## src/rtl/core/ddgn_pkg.sv

```systemverilog
// shared types for the detection decoder: configuration, commands and status
`timescale 1ns / 1ps

package ddgn_pkg;

  // coordinate and score widths
  localparam int unsigned CRN_W   = 16;
  localparam int unsigned SCORE_W = 16;
  localparam int unsigned CLS_W   = 6;
  localparam int unsigned BOX_W   = 4 * CRN_W;
  localparam int unsigned SC_W    = SCORE_W + CLS_W;
  localparam int unsigned CFG_IDX_W  = 3;
  localparam int unsigned CFG_DATA_W = 20;

  // corner being mapped, in the order they sit in a box word
  typedef enum logic [1:0] {
    CRN_X1,
    CRN_Y1,
    CRN_X2,
    CRN_Y2
  } ddgn_corner_e;

  typedef struct packed {
    logic [15:0] conf_thr;
    logic [15:0] nms_thr;
    logic [5:0]  class_count;
    logic [11:0] image_width;
    logic [11:0] image_height;
    logic [19:0] inv_scale;
    logic [9:0]  pad_left;
    logic [9:0]  pad_top;
  } ddgn_cfg_t;

  // controller to datapath
  typedef struct packed {
    logic         take;
    logic         map_step;
    ddgn_corner_e map_sel;
    logic         scan_start;
    logic         resolve;
    logic         area_load;
    logic         emit_rd;
    logic         emit_load;
    logic         frame_clear;
  } ddgn_cmd_t;

  // datapath to controller
  typedef struct packed {
    logic scan_busy;
    logic has_best;
    logic surv_full;
    logic out_take;
    logic out_last;
  } ddgn_sts_t;

endpackage

```

## src/rtl/core/ddgn_ctrl.sv

```systemverilog
// sequencing state machine for the detection decoder
`timescale 1ns / 1ps

module ddgn_ctrl (
  input  logic                clk_i,
  input  logic                rst_ni,
  input  logic                in_valid_i,
  output logic                in_stall_o,
  input  logic                op_i,
  input  logic                frame_end_i,
  input  ddgn_pkg::ddgn_sts_t sts_i,
  output ddgn_pkg::ddgn_cmd_t cmd_o
);
  import ddgn_pkg::*;

  typedef enum logic [3:0] {
    S_IDLE,
    S_MAP,
    S_MAP_WB,
    S_SCAN_START,
    S_SCAN,
    S_RESOLVE,
    S_AREA,
    S_EMIT_RD,
    S_EMIT_LD,
    S_EMIT_WAIT,
    S_CLEAR
  } state_e;

  state_e       state_q;
  ddgn_corner_e crn_q;
  logic         take;

  assign in_stall_o = (state_q != S_IDLE);
  assign take       = (state_q == S_IDLE) && in_valid_i;

  // commands decoded from state
  always_comb begin
    cmd_o             = '0;
    cmd_o.take        = take;
    cmd_o.map_step    = (state_q == S_MAP);
    cmd_o.map_sel     = crn_q;
    cmd_o.scan_start  = (state_q == S_SCAN_START);
    cmd_o.resolve     = (state_q == S_RESOLVE);
    cmd_o.area_load   = (state_q == S_AREA);
    cmd_o.emit_rd     = (state_q == S_EMIT_RD);
    cmd_o.emit_load   = (state_q == S_EMIT_LD);
    cmd_o.frame_clear = (state_q == S_CLEAR);
  end

  // state and corner counter
  always_ff @(posedge clk_i or negedge rst_ni) begin
    if (!rst_ni) begin
      state_q <= S_IDLE;
      crn_q   <= CRN_X1;
    end else begin
      case (state_q)
        S_IDLE: begin
          if (take) begin
            if (frame_end_i) begin
              state_q <= S_SCAN_START;
            end else if (!op_i) begin
              state_q <= S_MAP;
              crn_q   <= CRN_X1;
            end
          end
        end
        S_MAP: begin
          crn_q <= ddgn_corner_e'(crn_q + 2'd1);
          if (crn_q == CRN_Y2) begin
            state_q <= S_MAP_WB;
          end
        end
        S_MAP_WB:     state_q <= S_IDLE;
        S_SCAN_START: state_q <= S_SCAN;
        S_SCAN: begin
          if (!sts_i.scan_busy) begin
            state_q <= S_RESOLVE;
          end
        end
        S_RESOLVE: begin
          if (sts_i.has_best && !sts_i.surv_full) begin
            state_q <= S_AREA;
          end else begin
            state_q <= S_EMIT_RD;
          end
        end
        S_AREA:    state_q <= S_SCAN_START;
        S_EMIT_RD: state_q <= S_EMIT_LD;
        S_EMIT_LD: state_q <= S_EMIT_WAIT;
        S_EMIT_WAIT: begin
          if (sts_i.out_take) begin
            state_q <= sts_i.out_last ? S_CLEAR : S_EMIT_RD;
          end
        end
        S_CLEAR: state_q <= S_IDLE;
        default: state_q <= S_IDLE;
      endcase
    end
  end

endmodule

```

## config.mk

```make
export PLATFORM = sky130hd
export DESIGN_NAME = ddgn_ctrl
export DESIGN_NICKNAME = d
export VERILOG_FILES = /design/src/rtl/core/ddgn_pkg.sv /design/src/rtl/core/ddgn_ctrl.sv
export SDC_FILE = /design/constraint.sdc
export NUM_CORES = 1
export LEC_CHECK = 0
export BUFFER_PORTS_ARGS = -buffer_cell sky130_fd_sc_hd__buf_4
export CAP_MARGIN = 20
export CORE_AREA = 4 4 41 43
export DETAILED_ROUTE_END_ITERATION = 10
export DIE_AREA = 0 0 45 47
export MAX_ROUTING_LAYER = met4
export PLACE_DENSITY = 0.7
export SLEW_MARGIN = 20
export SYNTH_ARGS = -nofsm -noshare
export SYNTH_HDL_FRONTEND = slang
export SYNTH_SLANG_ARGS = --single-unit
```

## constraint.sdc

```tcl
create_clock -name clk_i -period 3.3 [get_ports clk_i]
set_input_delay 0.165 -clock clk_i [delete_from_list [all_inputs] [get_ports clk_i]]
set_output_delay 0.165 -clock clk_i [all_outputs]
set_load 0.03 [all_outputs]
```

* Word-level counts from Yosys, hierarchy flattened *
Index checks and enable logic that the tools add are counted.
W data, S select, Z words.

cells by class
  add/sub/neg operators = 1
  equality and inequality tests = 17
  multiplexer cells = 13
  reductions and logical operators = 8

operators by type and width
  operator               number
  $pmux W4 S9            1
  $mux W4                7
  $eq A4 B3 Y1 const B   4
  $eq A4 B4 Y1 const B   3
  $ne A2 B2 Y1 const B   5
  $mux W2                3
  $reduce_and A5 Y1      1
  $eq A4 B1 Y1 const B   1
  $eq A4 B2 Y1 const B   1
  $logic_not A4 Y1       1
  $pmux W2 S2            1
  $reduce_and A4 Y1      1
  $reduce_bool A4 Y1     1
  $ne A3 B3 Y1 const B   1
  $add A2 B1 Y2 const B  1
  $eq A2 B2 Y1 const B   1
  $logic_and A1 B1 Y1    2
  $ne A2 B1 Y1 const B   1
  $reduce_bool A2 Y1     1
  $logic_not A1 Y1       1
  $mux W1                1

storage, ports and cells
  flip-flop bits (word level) = 6
  bits of input ports = 10
  output and inout bits = 11
  logic and storage cells = 41

* Longest topological paths before layout *
Gate-level depths: netlist (run 1).

  depth after elaboration = 4
  mapped depth = 5
  mapped depth without buffers = 5

* Least setup slack after synthesis (run 1) *
No wires, ideal clock.

  path type = reg2reg
  start point = reg state_q[1]
  end point = reg crn_q[0]
  setup time = 0.070 ns
  data arrival time = 1.634 ns
  required time = 3.230 ns
  setup slack = 1.596 ns
  cell stages (with the launch flop) = 4
  path buffers = 0
  period minus slack after synthesis = 1.704 ns
  cells stage by stage = dfrtp_1 -> nand2b_4 -> nor3_1 -> mux2_2

RTL lines
  what                    RTL line         RTL
  from (decl)             ddgn_ctrl.sv:30  state_e state_q;
  from (signal assigned)  ddgn_ctrl.sv:93  state_q <= sts_i.out_last ? S_CLEAR : S_EMIT_RD;
  to (signal assigned)    ddgn_ctrl.sv:69  crn_q <= ddgn_corner_e'(crn_q + 2'd1);
  to (decl)               ddgn_ctrl.sv:31  ddgn_corner_e crn_q;

==> results of run 1 <==
## sequential cells by signal, indices dropped and copies added, names as in the netlist
register,cells
crn_q,2
state_q,4
## cells in the mapped netlist
| cell | instances | area [um^2] |
|---|---|---|
| o211ai_1 | 1 | 7.51 |
| nand3b_1 | 1 | 7.51 |
| a21oi_1 | 4 | 20.0 |
| buf_2 | 1 | 5.00 |
| inv_1 | 3 | 11.3 |
| nor3b_1 | 1 | 7.51 |
| nand3_1 | 1 | 5.00 |
| nor3_1 | 5 | 25.0 |
| o32ai_1 | 1 | 8.76 |
| dfrtp_1 | 6 | 150 |
| and3_1 | 1 | 6.26 |
| mux2_2 | 1 | 11.3 |
| ha_1 | 1 | 12.5 |
| o22a_1 | 1 | 8.76 |
| a22o_1 | 2 | 17.5 |
| nand2b_4 | 1 | 13.8 |
| nand2_1 | 4 | 15.0 |
| o21ai_0 | 1 | 5.00 |
| nor2b_1 | 2 | 12.5 |
| a2111oi_4 | 1 | 27.5 |
| or2b_1 | 1 | 7.51 |
| o22ai_1 | 2 | 12.5 |
| buf_4 | 2 | 15.0 |
| buf_6 | 1 | 11.3 |
| nor2_1 | 8 | 30.0 |
| nand2b_1 | 3 | 18.8 |
| a31o_4 | 1 | 17.5 |
| a21o_1 | 1 | 7.51 |
## power breakdown
group,internal (uW),switching (uW)
Combinational,184,225
Sequential,105,55.7
Clock,41.0,24.4
## path summary, 6_finish.rpt
check | cells past startpoint | end
max | 3 | cmd_o[8]
min | 2 | state_q[3]
max reg2reg | 5 | state_q[2]
min reg2reg | 1 | crn_q[0]
max in group asynchronous | 2 | crn_q[1]
min in group asynchronous | 2 | state_q[1]
## worst max-delay path: stages (launching register included)
cell and delay [ns]:
dfrtp_1 0.45, nand2b_4 0.20, nor3_1 0.32, buf_4 0.24
## area by class of cell
class	instances	share of cell area, %
clock buffers	3	3.37
flip-flops and latches	6	22.5
multi-input cells	45	45.7
inverters	3	1.69
repair buffers	21	24.0
well taps	15	2.81
## kinds of logic after synthesis
logic type	Yosys count
mux	1
flops	6
buf+inv	7
simple gates	28
compound gates	15
fa+ha+maj	1
## routing by layer
layer	GRT usage, %	part of all wire, %
met4	10.5	3.2
met2	22.3	51
met5	-	0
met3	4.98	6.5
met1	13.5	39
## stage by stage
| step | power (uW) | instances | worst slack (ns) | util (%) | hold slack (ns) |
|---|---|---|---|---|---|
| 4_1_cts | 646 | 93 | 1.67 | 51.3 | 0.147 |
| 6_report | 635 | 93 | 1.67 | 51.3 | 0.158 |
| 2_1_floorplan | 470 | 58 | 1.60 | - | -0.131 |
| 5_1_grt | 686 | 93 | 1.59 | 51.3 | 0.136 |
| 3_5_place_dp | 574 | 89 | 1.87 | 48.8 | -0.0267 |
| 3_3_place_gp | 567 | 89 | 1.92 | 48.8 | -0.0242 |
==> out/qor.yml, run 1 <==
clocking:
  cts.htree.levels: 1
  numClockSinks: 6
  cts_resized: 0
  cts_hold_buf: 1
  path_clk_slew_ns: 0.04
  cts_setup_buffers: 0
  tritoncts: "built"
  clk_latency_ns: 0.24
  cts_buffers: 3
  root_buffer: "clkbuf_4"
  clock_path_buffers: 2
worst_setup_path:
  startpoint: "state_q[1]"
  r2r_setup_slack_ns: 1.88
  crit_fanout: 8
  r2r-start: "crn_q[0]"
  critPathKind: "flop to primary output"
  arrival_ns: 1.46
  end_kind: "primary output"
  critPathRequiredTime_ns: 3.13
  start_kind: "flop"
synth:
  synth_nets: 69
  yosysWarningCount: 0
  yosys.cell_types.count: 28
  synthXorXnorAreaFrac_pct: 0
  ys_ff_latch: 6
  synth_top_family_by_area: "simple AND/OR/NAND/NOR gates"
  synthAdderAreaFrac_pct: 2.51
  synth-seq-area-share_pct: 30.2
  synthCells: 58
  synth-simple-area-share_pct: 29.9
  synth.avg_cell_area_um2: 8.59
  synth_area_um2: 498
  synth_mux_area_share_pct: 2.26
  synth_compound_area_share_pct: 26.6
final_layout:
  nets: 91
  fillers: 140
  final_common_cell: "buf_4"
  layout-drive-gt1-share_pct: 34.6
  area_growth_syn_to_layout_pct: 34.2
  layout_common_cells: "buf_4, nor2_1, dfrtp_1"
  fin_area_um2: 668
  diodes: 0
  seqCellArea_um2: 150
  multiInputGateArea_um2: 305
timing:
  clock_skew_ns: 0.00412
  finalHoldViolCount: 0
  fin_crit_sh_pct: 49.3
  slew_violations: 0
  worst_pin_slew_ns: 0.384
  finalSetupViolations: 0
  totalNegativeSetupSlack_ns: 0
  period_needed_ns: 1.63
  rsz0062_at_grt: "no"
  slew_headroom_pct: 74.2
  max_freq_ghz: 0.615
floorplan:
  num_rows: 13
  coreArea_um2: 1300
  die_h_um: 47
  io_pins: 21
  die_w_um: 45
  initial_core_util_pct: 38.3
  die-area_um2: 2120
routing:
  first_iter_violations: 10
  wirelength_um: 1200
  avgRoutedWirePerCell_um: 12.9
  drt_first_pass_iters: 4
  vias_per_cell: 5.27
  vias: 490
  ant_nets: 0
  drcViolationCount: 0
grt:
  grt_max_degree: 11
  grt_use_total_pct: 13.8
  grt_pass1_vias: 458
  overflow: 0
  grt_pass1_wl_um: 1920
  antenna_found_initial: 0
placement:
  portBuffers: 20
  dpl.hpwl_um: 967
  dpl_cell_area_um2: 636
  routabilityCongestion: 0.790
pwr:
  leakage_uw: 0.000314
  vdd_drop_max_uv: 417
  pwr_density_cell_nw_per_um2: 951
outcome:
  outcome: "completed"
min_path:
  min_path_type: "input port to flop"
  min_from: "sts_i[1]"
run:
  cap_violations: 0
Power figures use the tool's default switching activity.
==> run 2: changes to the inputs <==
PLACE_DENSITY = 0.72   (was 0.7)
clock period = 1.3 ns   (was 3.3 ns; I/O delays follow)
==> run 2 against run 1 <==
Setup slack lost 1.8 ns. Via count grew 38%. Design area grew 69%. The flow now finishes with violations (negative setup slack). Power grew to 4.3 times the previous value. Count of clock-buffer cells in the layout grew 1. Hold slack lost 0.12 ns. Largest power group unchanged. Clock skew shrank 0.0027 ns.
==> out/qor.yml, run 2 (synthesis results as in run 1) <==
final_layout:
  fin_area_um2: 1130  # +69%
  largest_reg_flops: 4  # unchanged
  area_growth_syn_to_layout_pct: 127
  regMostFlops: "state_q"
  final_common_cell: "buf_4"
  diodes: 0  # unchanged
  layout-drive-gt1-share_pct: 75.7  # +41 points
  layout_common_cells: "buf_4, buf_6, dfrtp_2"
  reg_top3: "state_q x4, crn_q x2"
  fin_cells: 126  # +35%
  nets: 123  # +35%
min_path:
  min_path_type: "input port to flop"
  min_from: "sts_i[1]"
clocking:
  tritoncts: "built"
  clk_latency_ns: 0.25  # about the same
  cts_buffers: 3  # unchanged
  root_buffer: "clkbuf_4"
  path_clk_slew_ns: 0.05  # about the same
  numClockSinks: 6  # unchanged
  clock_path_buffers: 2  # unchanged
  cts.htree.levels: 1  # unchanged
pwr:
  p_int_uw: 1530  # +360%
  pwr_density_cell_nw_per_um2: 2430  # +160%
  clkPwrFrac_pct: 7.3  # -3.0 points
  power_frac_seq_pct: 13.8  # -12 points
  leakage_uw: 0.000514  # +63%
  vdd_drop_max_uv: 1500  # +260%
  p_comb_share_pct: 78.9  # +15 points
  switching_share_pct: 44.5  # -3.6 points
  p_switching_uw: 1220  # +300%
routing:
  wl_met1_um: 986  # +110%
  drt_first_pass_iters: 4  # unchanged
  ant_nets: 0  # unchanged
  avgRoutedWirePerCell_um: 18.5  # +43%
  first_iter_violations: 15  # +5
  vias_per_cell: 5.37  # +2.0%
  wirelength_um: 2340  # +94%
  vias: 677  # +38%
  met2_length_um: 1180  # +93%
  drcViolationCount: 0  # unchanged
  dr_wl_met3_um: 100  # +28%
  highest_layer: "met4"
floorplan:
  die_h_um: 47  # unchanged
  io_pins: 21  # unchanged
  die-area_um2: 2120  # unchanged
  num_rows: 13  # unchanged
  die_w_um: 45  # unchanged
  coreArea_um2: 1300  # unchanged
  initial_core_util_pct: 38.3  # unchanged
placement:
  placedCellCount: 104  # +17%
  dpl.hpwl_um: 1150  # +19%
  portBuffers: 20  # unchanged
  routabilityCongestion: 0.816  # +3.3%
  dpl_cell_area_um2: 802  # +26%
timing:
  fin_ws_ns: -0.132  # -1.81 ns
  finalHoldViolCount: 0  # unchanged
  worst_pin_slew_ns: 0.333  # -0.0509 ns
  slew_violations: 0  # unchanged
  totalNegativeSetupSlack_ns: -1.02  # -1.02 ns
  finalSetupViolations: 14  # +14
  clock_skew_ns: 0.00139  # -0.00273 ns
  slew_headroom_pct: 77.8  # +3.6 points
  period_needed_ns: 1.43
  rsz0062_at_grt: "yes"
  fin_crit_sh_pct: 110
  max_freq_ghz: 0.698
grt:
  grt_max_degree: 8  # -3
  overflow: 0  # unchanged
  grt_pass1_vias: 675  # +47%
  antenna_found_initial: 0  # unchanged
  grt_pass1_wl_um: 3160  # +65%
  grt_use_total_pct: 21.6  # +7.8 points
outcome:
  outcome: "complete, but fails checks"
  violations: "negative setup slack"
worst_setup_path:
  r2r-start: "state_q[2]"
  crit_fanout: 6  # -2
  slowest_stage: "dfrtp_2"
  critical_path_buf_inv_count: 3  # +2
  arrival_ns: 1.37  # -0.09 ns
  r2r_setup_slack_ns: -0.11  # -1.99 ns
  crit_family: "flip-flops"
  startpoint: "state_q[2]"
  critical_path.cell_chain: "buf_6, nand2b_4, buf_6, nor2_2, buf_6"
  critPathRequiredTime_ns: 1.24  # -1.89 ns
  max_stage_delay_ns: 0.49  # +0.04 ns
  critPathKind: "flop to primary output"
  cpMostUsedCell: "buf_6"
  end_kind: "primary output"
  start_kind: "flop"
run:
  cap_violations: 0  # unchanged
## run 2: worst register-to-register path, stage by stage, from the launching register on
cell       delay, ns
dfrtp_2         0.49
buf_6           0.16
a2111oi_4       0.38
a31o_4          0.16
o22ai_1         0.10
## run 2: power groups by stage
stage	sequential, uW	clock (uW)	combinational, uW
floorplan	390	0	906
finish	380	201	2170
CTS	370	189	1840
global placement	375	0	1390
detailed placement	377	0	1420
global route	387	223	2260
## run 2: final timing paths
check                              to  cells after the start
setup / recovery             cmd_o[3]                      5
hold / removal             state_q[3]                      2
setup reg to reg           state_q[2]                      4
hold reg to reg              crn_q[0]                      1
max in group asynchronous    crn_q[0]                      2
min in group asynchronous  state_q[2]                      2
## run 2: through the flow
stage | worst slack, ns | hold slack (ns) | power, uW | utilization [%]
floorplan | -0.0577 | -0.231 | 1300 | -
global placement | 0.00122 | -0.128 | 1770 | 61.6
detailed placement | -0.0423 | -0.127 | 1790 | 61.6
CTS | -0.0849 | 0.0499 | 2400 | 78.5
global route | -0.199 | 0.0361 | 2870 | 87.0
finish | -0.132 | 0.0403 | 2750 | 87.0
## run 2: what timing repair did
action                                 4_1_cts  5_1_grt
endpoints found under the hold margin        6        0
setup endpoints to repair                   12       15
buffers inserted                            13        7
pin swaps                                    7       10
hold buffers                                 1        0
resized for setup                           21       20
## run 2: routing by layer
layer  GRT usage (%)  up-vias
met5               -        -
met4            1.75        0
met3            5.75        6
met2            34.5       30
met1            28.6      324
li1                -      317
## run 2: area by class of cell
cell class | instances | area, um^2
Inverter | 3 | 11.3
Tap cell | 15 | 18.8
Fill cell | 60 | 169
Sequential cell | 6 | 156
Multi-Input combinational cell | 45 | 439
Timing Repair Buffer | 53 | 480
Clock buffer | 4 | 26.3
==> run 3: changes to the inputs <==
ABC_AREA = 1   (was not set)
PLACE_DENSITY = 0.69   (was 0.72)
clock period = 1.7 ns   (was 1.3 ns; I/O delays follow)
==> run 3 against run 2 <==
The flow now finishes without violations. Power fell by 59%. Synthesized area fell by 1.3%. First-iteration DRC count fell by 53%. Clock skew rose by 0.0025 ns. Routed wire length fell by 50%. Highest routed layer is now met3.
==> out/qor.yml, run 3 <==
outcome:
  outcome: "completed"
worst_setup_path:
  critical_path_buf_inv_count: 1  # -2
  end_kind: "primary output"
  timing.rr.end: "state_q[1]"
  max_stage_delay_ns: 0.41  # -0.08 ns
  reg2reg_depth: 5  # +1
  r2r-start: "state_q[2]"
  start_kind: "flop"
  slowest_stage: "dfrtp_1"
  critPathKind: "flop to primary output"
  r2r_setup_slack_ns: 0.35  # +0.46 ns
  arrival_ns: 1.39  # +0.02 ns
  cpMostUsedCell: "nor2_1"
  crit_fanout: 6  # unchanged
  critPathRequiredTime_ns: 1.62  # +0.38 ns
  crit_family: "simple AND/OR/NAND/NOR gates"
  critical_path.cell_chain: "nor2_1, nand2_2, nor2_1, buf_4"
floorplan:
  io_pins: 21  # unchanged
  die_w_um: 45  # unchanged
  coreArea_um2: 1300  # unchanged
  die_h_um: 47  # unchanged
  initial_core_util_pct: 37.8  # -0.48 points
  num_rows: 13  # unchanged
  die-area_um2: 2120  # unchanged
synth:
  synth_area_um2: 492  # -1.3%
  ys_ff_latch: 6  # unchanged
  synth_top_cell_by_area: "dfrtp_1"
  synth.avg_cell_area_um2: 6.22  # -28%
  synth_top_family_by_area: "simple AND/OR/NAND/NOR gates"
  synth-simple-area-share_pct: 43.5  # +14 points
  synthCells: 79  # +36%
  async_flop_share_pct: 100  # unchanged
  synth_compound_area_share_pct: 9.67  # -17 points
  yosysWarningCount: 0  # unchanged
  yosys.cell_types.count: 16  # -43%
  synth_nets: 90  # +30%
  synth_mux_area_share_pct: 0  # -2.3 points
  synth_common_cells: "nand2_1, inv_1, nor2_1, nand3_1, dfrtp_1"
  yosys-top-cells-area: "dfrtp_1, nand2_1, inv_1, nand3_1, nor2_1"
  synthAdderAreaFrac_pct: 2.54  # +0.032 points
  synthXorXnorAreaFrac_pct: 0  # unchanged
  yosysMostFrequentCell: "nand2_1"
  synth_edf_count: 0  # unchanged
  yosys.area.top_type_share_pct: 30.5  # +0.38 points
  synth-seq-area-share_pct: 30.5  # +0.38 points
  dominantRegCellSynth: "dfrtp_1"
timing:
  finalHoldViolCount: 0  # unchanged
  period_needed_ns: 1.48
  holdWs_ns: 0.145  # +0.105 ns
  rsz0062_at_grt: "no"
  totalNegativeSetupSlack_ns: 0  # +1.02 ns
  finalSetupViolations: 0  # -14
  slew_headroom_pct: 72.9  # -4.9 points
  slew_violations: 0  # unchanged
  clock_skew_ns: 0.00394  # +0.00255 ns
  max_freq_ghz: 0.677
  fin_crit_sh_pct: 86.9
  worst_pin_slew_ns: 0.405  # +0.0725 ns
final_layout:
  regMostFlops: "state_q"
  diodes: 0  # unchanged
  reg_top3: "state_q x4, crn_q x2"
  layout-drive-gt1-share_pct: 30.4  # -45 points
  nets: 115  # -6.5%
  area_growth_syn_to_layout_pct: 39.4
  final_common_cell: "buf_4"
  layout_common_cells: "buf_4, nand2_1, inv_1"
  largest_reg_flops: 4  # unchanged
min_path:
  hold_depth: 4  # +2
  min_from: "sts_i[1]"
  min_path_type: "input port to flop"
  hold_path_end: "state_q[3]"
grt:
  overflow: 0  # unchanged
  antenna_found_initial: 0  # unchanged
  grt_use_total_pct: 13.8  # -7.8 points
  grt_max_degree: 8  # unchanged
  grt_pass1_wl_um: 2010  # -36%
  grt_pass1_vias: 490  # -27%
routing:
  wirelength_um: 1160  # -50%
  vias: 535  # -21%
  ant_nets: 0  # unchanged
  drt_first_pass_iters: 4  # unchanged
  first_iter_violations: 7  # -8
  vias_per_cell: 4.57  # -15%
  avgRoutedWirePerCell_um: 9.95  # -46%
  drcViolationCount: 0  # unchanged
clocking:
  clk_latency_ns: 0.24  # about the same
  cts_buffers: 3  # unchanged
  root_buffer: "clkbuf_4"
  clock_path_buffers: 2  # unchanged
  cts_resized: 0  # -100%
  path_clk_slew_ns: 0.04  # about the same
  cts.htree.levels: 1  # unchanged
  tritoncts: "built"
  numClockSinks: 6  # unchanged
placement:
  routabilityCongestion: 0.855  # +4.8%
  portBuffers: 20  # unchanged
  dpl.hpwl_um: 980  # -15%
pwr:
  pwr_density_cell_nw_per_um2: 1640  # -32%
  vdd_drop_max_uv: 852  # -43%
  leakage_uw: 0.000415  # -19%
run:
  cap_violations: 0  # unchanged
[run 3: changes by cell type after synthesis, moves of 3 or more]
cell,delta
a21oi_1,-4
inv_1,+12
nand2_1,+14
nand2_2,+4
nand2b_1,-3
nand3_1,+9
nor2_1,+3
nor3_1,-5
o21ai_0,+3
[run 3: worst reg2reg max path, stage by stage, from the launching register on]
cell,delay [ns]
dfrtp_1,0.41
nor2_1,0.36
nand3_1,0.12
nand3_1,0.15
nor2_2,0.07
and2_1,0.13
[run 3: logic make-up (layout without fill, tap and decap cells)]
family / count (synthesis) / in the layout
buffers and inverters: 17 / 40
DFF: 6 / 6
and+or+nand+nor: 47 / 47
adders and majority gates: 1 / 1
AOI/OAI and AO/OA: 8 / 8
[run 3: area by class of cell]
class	count	area [um^2]
timing repair buffer	21	160
clock buffer	3	22.5
inverter	16	60.1
fill	136	616
sequential	6	150
multi-input combinational	56	274
tap	15	18.8
[run 3: metrics by stage]
step | setup slack, ns | total power, uW | utilization, % | std cells | area [um^2]
finish | 0.223 | 1120 | 52.7 | 117 | 686
global route | 0.0547 | 1250 | 52.7 | 117 | 686
CTS | 0.210 | 1140 | 52.7 | 117 | 686
detailed placement | 0.359 | 998 | 50.2 | 113 | 653
global placement | 0.386 | 983 | 50.2 | 113 | 653
floorplan | 0.265 | 790 | - | 79 | 492
[run 3: per-layer routing]
metal	up-vias	routed length [um]	part of all wire, %	GRT usage [%]
met1	227	490	42	16.4
li1	290	-	-	-
met2	18	572	49	22.9
met4	0	0	0	3.51
met3	0	102	8.8	3.83
met5	-	0	0	-
[run 3: how the worst max path moves through the flow]
stage	start	endpoint	slack, ns	cells past startpoint
finish	state_q[2]	cmd_o[9]	0.22	4
global route	state_q[2]	cmd_o[9]	0.05	4
CTS	state_q[2]	cmd_o[9]	0.21	4
global placement	state_q[2]	crn_q[0]	0.39	6
floorplan	state_q[1]	state_q[0]	0.26	7
detailed placement	state_q[2]	state_q[1]	0.36	5
[run 3: timing repair]
action,CTS,global route
endpoints found under the hold margin,6,0
hold buffers,1,0
setup buffers,0,0
setup endpoints to repair,0,0
[run 3: power by group]
group	total [uW]	switching, uW	internal [uW]	leakage (uW)
sequential	263	66.1	197	0.0000775
combinational	730	462	268	0.000323
clock	131	51.4	79.9	0.0000138
total	1120	580	545	0.000415
